File: src/hw/rtl/stsc_pkg.sv
// shared types and constants of the subarray target sum counter
package stsc_pkg;

  localparam int KEY_W      = 28;
  localparam int TARGET_W   = 29;
  localparam int TOTAL_W    = 24;
  localparam int OCC_W      = 13;
  localparam int HASH_STEPS = 7;
  localparam int HASH_BPS   = 4;

  localparam logic [TOTAL_W-1:0] TOTAL_MAX = {TOTAL_W{1'b1}};
  localparam logic [OCC_W-1:0]   OCC_MAX   = {OCC_W{1'b1}};

  // register byte offset bit that selects the register
  localparam logic REG_TARGET_SUM = 1'b0;

  typedef enum logic [3:0] {
    S_CLEAR,
    S_IDLE,
    S_PREP,
    S_LHASH,
    S_LRD,
    S_LCHK,
    S_UHASH,
    S_URD,
    S_UCHK,
    S_OUT
  } state_t;

  typedef struct packed {
    logic             vld;
    logic [KEY_W-1:0] key;
    logic [OCC_W-1:0] occ;
  } entry_t;

  typedef struct packed {
    logic load_item;
    logic hash_start;
    logic hash_sel_want;
    logic hash_step;
    logic probe_init;
    logic mem_rd;
    logic probe_next;
    logic add_total;
    logic wr_inc;
    logic wr_new;
    logic set_ovf;
    logic out_load;
    logic state_clear;
    logic clr_start;
    logic clr_step;
  } stsc_cmd_t;

  typedef struct packed {
    logic want_ok;
    logic hash_done;
    logic rd_vld;
    logic rd_match;
    logic probe_last;
    logic clr_done;
    logic out_free;
    logic last;
  } stsc_sts_t;

endpackage

File: src/hw/rtl/stsc_ctrl.sv
// controller state machine: sequences hashing, probing, table update and clearing
module stsc_ctrl (
  input  logic               clk,
  input  logic               rst_n,
  input  logic               in_valid,
  output logic               in_stall,
  input  stsc_pkg::stsc_sts_t sts,
  output stsc_pkg::stsc_cmd_t cmd
);
  import stsc_pkg::*;

  state_t state_r, state_nxt;

  // state register
  always_ff @(posedge clk) begin
    if (!rst_n) begin
      state_r <= S_CLEAR;
    end else begin
      state_r <= state_nxt;
    end
  end

  // next state
  always_comb begin
    state_nxt = state_r;
    case (state_r)
      S_CLEAR: if (sts.clr_done) state_nxt = S_IDLE;
      S_IDLE:  if (in_valid) state_nxt = S_PREP;
      S_PREP:  state_nxt = sts.want_ok ? S_LHASH : S_UHASH;
      S_LHASH: if (sts.hash_done) state_nxt = S_LRD;
      S_LRD:   state_nxt = S_LCHK;
      S_LCHK: begin
        if (!sts.rd_vld || sts.rd_match || sts.probe_last) state_nxt = S_UHASH;
        else state_nxt = S_LRD;
      end
      S_UHASH: if (sts.hash_done) state_nxt = S_URD;
      S_URD:   state_nxt = S_UCHK;
      S_UCHK: begin
        if (!sts.rd_vld || sts.rd_match || sts.probe_last) state_nxt = S_OUT;
        else state_nxt = S_URD;
      end
      S_OUT: begin
        if (sts.out_free) state_nxt = sts.last ? S_CLEAR : S_IDLE;
      end
      default: state_nxt = S_CLEAR;
    endcase
  end

  // command outputs
  always_comb begin
    cmd = '0;
    case (state_r)
      S_CLEAR: cmd.clr_step = 1'b1;
      S_IDLE:  cmd.load_item = in_valid;
      S_PREP: begin
        cmd.hash_start    = 1'b1;
        cmd.hash_sel_want = sts.want_ok;
      end
      S_LHASH, S_UHASH: begin
        cmd.hash_step  = !sts.hash_done;
        cmd.probe_init = sts.hash_done;
      end
      S_LRD, S_URD: cmd.mem_rd = 1'b1;
      S_LCHK: begin
        if (!sts.rd_vld || sts.rd_match || sts.probe_last) begin
          cmd.add_total  = sts.rd_vld && sts.rd_match;
          cmd.hash_start = 1'b1;
        end else begin
          cmd.probe_next = 1'b1;
        end
      end
      S_UCHK: begin
        if (!sts.rd_vld) cmd.wr_new = 1'b1;
        else if (sts.rd_match) cmd.wr_inc = 1'b1;
        else if (sts.probe_last) cmd.set_ovf = 1'b1;
        else cmd.probe_next = 1'b1;
      end
      S_OUT: begin
        cmd.out_load    = sts.out_free;
        cmd.state_clear = sts.out_free && sts.last;
        cmd.clr_start   = sts.out_free && sts.last;
      end
      default: cmd = '0;
    endcase
  end

  assign in_stall = (state_r != S_IDLE);

  // checks
  a_accept_prep: assert property (@(posedge clk) disable iff (!rst_n)
    (in_valid && !in_stall) |=> (state_r == S_PREP))
    else $error("accepted item did not start processing");
  a_clear_holds: assert property (@(posedge clk) disable iff (!rst_n)
    (state_r == S_CLEAR && !sts.clr_done) |=> (state_r == S_CLEAR))
    else $error("clearing pass left early");
  a_load_free: assert property (@(posedge clk) disable iff (!rst_n)
    cmd.out_load |-> sts.out_free)
    else $error("result loaded over a pending item");
endmodule

File: config.mk
export PLATFORM = sky130hd
export DESIGN_NAME = stsc_ctrl
export DESIGN_NICKNAME = d
export VERILOG_FILES = /design/src/hw/rtl/stsc_pkg.sv /design/src/hw/rtl/stsc_ctrl.sv
export SDC_FILE = /design/constraint.sdc
export NUM_CORES = 1
export LEC_CHECK = 0
export BUFFER_PORTS_ARGS = -buffer_cell sky130_fd_sc_hd__buf_2
export CORE_MARGIN = 4
export CORE_UTILIZATION = 30
export DETAILED_ROUTE_END_ITERATION = 10
export PLACE_DENSITY = 0.55
export SETUP_SLACK_MARGIN = 0.5
export SLEW_MARGIN = 30
export SYNTH_ARGS = -nofsm -noshare
export SYNTH_HDL_FRONTEND = slang
export SYNTH_SLANG_ARGS = --single-unit
File: constraint.sdc
create_clock -name clk -period 1.39 [get_ports clk]
set_input_delay 0.139 -clock clk [delete_from_list [all_inputs] [get_ports clk]]
set_output_delay 0.139 -clock clk [all_outputs]
set_load 0.01 [all_outputs]
### After elaboration in Yosys (flattened, before gate mapping)

Cells that the tools add are included.

| word-level totals | value |
|---|---|
| register bits | 4 |
| bits of input ports | 11 |
| output and inout bits | 16 |
| word-level logic and storage cells | 58 |

| cells by class | value |
|---|---|
| equal/unequal tests | 15 |
| mux-type cells | 32 |
| reduce and logical (&&, ||, !) cells | 10 |

Operator list:

| cell | number |
|---|---|
| 4-bit one-hot mux with 10 select lines | 1 |
| 4-bit 2-to-1 mux | 6 |
| 1-bit 2-to-1 mux | 18 |
| 4-bit by 3-bit == test with 1-bit output (second input constant) | 4 |
| 2-bit != test (second input constant) | 5 |
| 3-bit 2-to-1 mux | 3 |
| 4-bit by 2-bit == test with 1-bit output (second input constant) | 2 |
| 4-bit == test (second input constant) | 2 |
| 5-bit AND reduction | 1 |
| 4-bit by 1-bit == test with 1-bit output (second input constant) | 1 |
| 4-bit zero test | 1 |
| 2-bit 2-to-1 mux | 2 |
| 4-bit by 1-bit != test with 1-bit output (second input constant) | 1 |
| 1-bit one-hot mux with 2 select lines | 2 |
| 2-bit OR reduction | 2 |
| 1-bit logical AND | 2 |
| 1-bit zero test | 2 |
| 1-bit logical OR | 2 |

### Logic depth before layout (Yosys ltp)

| logic depth | value |
|---|---|
| word-level depth | 5 |
| gate-level depth with buffers | 6 |
| gate-level depth less buffers | 4 |

### Worst setup path before layout

Ideal clock, no wire load.

| timing path | value |
|---|---|
| kind | reg-to-output |
| from | register state_r[0] |
| to | output port cmd[4] (netlist name) |
| arrival | 1.375 ns |
| data required time | 1.251 ns |
| path slack | -0.124 ns |
| stages on the path, launching flop included | 4 |
| buffers on the path | 1 |
| cell sequence | dfxtp_1 > buf_4 > or4b_4 > nor4bb_1 |

RTL lines:

| item | RTL line | RTL |
|---|---|---|
| start: declaration | stsc_ctrl.sv:12 | `state_t state_r, state_nxt;` |
| start signal: assignment | stsc_ctrl.sv:19 | `state_r <= state_nxt;` |
| end: declaration | stsc_ctrl.sv:8 | `output stsc_pkg::stsc_cmd_t cmd` |

==> flow_summary.toml <==
[die]
die-area_mm2 = 0.002476
ios = 27
rows = 14
die_y_um = 49.76
core-area_mm2 = 0.001577
die_w_um = 49.76
initial_core_util_pct = 33.17

[global_route]
grt_max_degree = 17
antenna_found_initial = 0
grt.total_usage_pct = 17.17
gr-total-overflow = 0
grt_pass1_wl_um = 3249
first_global_vias = 696

[routing]
post_drt_wl_per_cell_um = 14.16
via_count = 734
drc = 0
dr.first_iter.drc_count = 9
postRouteWirelength_um = 1997
first_pass_iters = 6
via_per_inst = 5.206
antenna_left = 0

[placement]
gp_congestion = 0.8222
dp.final_hpwl_um = 1368
io_buffers = 26
postPlaceCellArea_um2 = 834.6

[setup_path]
max_stage_delay_ps = 570
path_cells = "or4b_4 -> nor4bb_4 -> buf_2"
cp.required_ps = 1250
rr_worst_depth = 5
setup.worst_path.start_class = "register"
crit_fanout = 3
arrival_ps = 1580
cp_slowest_cell = "or4b_4"
critical_path_class = "register to output pin"
endpoint_kind = "output pin"

[timing]
fin_ws_ps = -327.8
fin_skew_ps = 0.6466
post-route-period-util_pct = 123.6
worstMarginPinSlew_ps = 344.4
setup_viol = 19
fmax_mhz = 582.1
whs_ps = 191.7
fin_crit_ps = 1718
slew-limit-headroom_pct = 76.45
rsz0062_at_grt = "yes"
finalHoldViolCount = 0
drv_slew = 0

[min_path]
hold_path.class = "input pin to register"
hold-path-cell-count = 3

[synthesis]
synth_area_per_cell_um2 = 6.973
yosysUniqueCellTypes = 38
synth_ff_type = "dfxtp_1"
synthCells = 75
synth_seq_area_share_pct = 15.31
ys_warn_count = 0
synth-edff-count = 0
async_flop_share_pct = 0
ys_seq_elements = 4
syn-num-nets = 86
syn_area_um2 = 523.0

[finish]
syn_to_final_growth_pct = 117.7
fin_nets = 138
largest_reg_flops = 4
largest-register = "state_r"
largestRegisters = "state_r: 4 flops"
final_area_mm2 = 0.001139
drive_gt1_share_pct = 69.60
antenna_cells = 0

[cts]
numCtsBuffers = 3
clock_tree.root_cell = "clkbuf_4"
cts.path.max_buffers = 2
cts_sinks = 4
cts_max_level = 1
clk_pin_slew_worst_paths_ps = 40
insertion_delay_ps = 250
cts_tree = "yes"
hold_buffers = 0

[power_and_ir_drop]
p_leak_nw = 0.5232
power_density_mw_per_mm2 = 1469
vdd_drop_max_uv = 987.8
power.total_mw = 1.672

[job]
cap_violations = 0

[outcome]
violations = "setup timing"
outcome = "finished with violations"
==> per-layer routing <==
metal  part of all wire, %  vias up  GRT usage, %
li1                      -      373             -
met1                    44      331         20.33
met2                    49       25         28.63
met3                   5.7        5         4.217
met4                   1.5        0         8.295
met5                     0        -             0
==> critical path: cells and delay by family (launching register included) <==
kind                   cells  cell delay, ps
buffers and inverters      1             170
DFF                        1             320
and+or+nand+nor            2             840
==> worst paths after layout <==
kind	startpoint	to	slack [ps]
setup / recovery	state_r[1]	cmd[4]	-330
hold / removal	rst_n	state_r[0]	190
setup reg to reg	state_r[3]	state_r[2]	-160
hold reg to reg	state_r[2]	state_r[3]	640
==> final cells by class <==
type | count | area [um^2]
Multi-Input combinational cell | 60 | 548.0
Timing Repair Buffer | 54 | 445.4
Fill cell | 112 | 437.9
Sequential cell | 4 | 87.58
Clock buffer | 3 | 22.52
Tap cell | 16 | 20.02
Inverter | 4 | 15.01
==> timing repair <==
item | in CTS | in global routing
setup endpoints to repair | 20 | 20
pin swaps | 10 | 11
setup buffers | 8 | 5
gates resized for setup | 26 | 15
==> cells in the final DEF (no fill, tap or decap), types with 2 or more instances in the layout <==
| master | netlist | final |
|---|---|---|
| buf_2 | 1 | 20 |
| a21o_1 | 2 | 2 |
| a21oi_1 | 5 | 5 |
| inv_1 | 4 | 3 |
| nand3b_1 | 2 | 2 |
| nor2_1 | 11 | 6 |
| buf_4 | 3 | 11 |
| nor4_4 | 0 | 2 |
| or4b_4 | 2 | 2 |
| clkbuf_4 | 0 | 3 |
| nor3_2 | 0 | 4 |
| nor2_4 | 0 | 3 |
| dfxtp_2 | 0 | 3 |
| nand2_1 | 3 | 3 |
| o22ai_1 | 2 | 2 |
| nor2_2 | 0 | 2 |
| buf_6 | 0 | 22 |
==> power by group <==
part           internal, mW  switching [mW]  total, mW
registers             0.154          0.0274      0.181
clock network        0.0974          0.0596      0.157
logic                 0.756           0.578       1.33
==> through the flow <==
step                TNS (ps)  std cells  worst slack (ps)  util, %
floorplan             -127.8         75            -37.31        -
global placement      -39.87        125            -39.58    52.94
detailed placement    -114.1        125            -61.36    52.94
CTS                    -2486        136            -322.8    65.00
global route           -4632        141            -381.0    72.22
finish                 -3620        141            -327.8    72.22
==> Yosys cell counts (2+ instances only) <==
master / instances / share of area (%)
inv_1: 4 / 2.9
clkbuf_1: 3 / 2.2
o22ai_1: 2 / 2.4
nand2_1: 3 / 2.2
a21o_1: 2 / 2.9
or4b_4: 2 / 5.3
buf_4: 3 / 4.3
nor4_1: 2 / 2.4
dfxtp_1: 4 / 15
nor3_1: 6 / 5.7
nand3b_1: 2 / 2.9
a21oi_1: 5 / 4.8
nor2_1: 11 / 7.9
nor2b_1: 2 / 2.4
==> kinds of logic (layout without fill, tap and decap cells) <==
logic type | Yosys count | count (layout) | synth area share (%)
xor+xnor | 2 | 2 | 3.350
buf+inv | 11 | 61 | 10.28
flops | 4 | 4 | 15.31
compound gates | 20 | 20 | 27.51
simple gates | 38 | 38 | 43.54
Power figures use the tool's default switching activity.
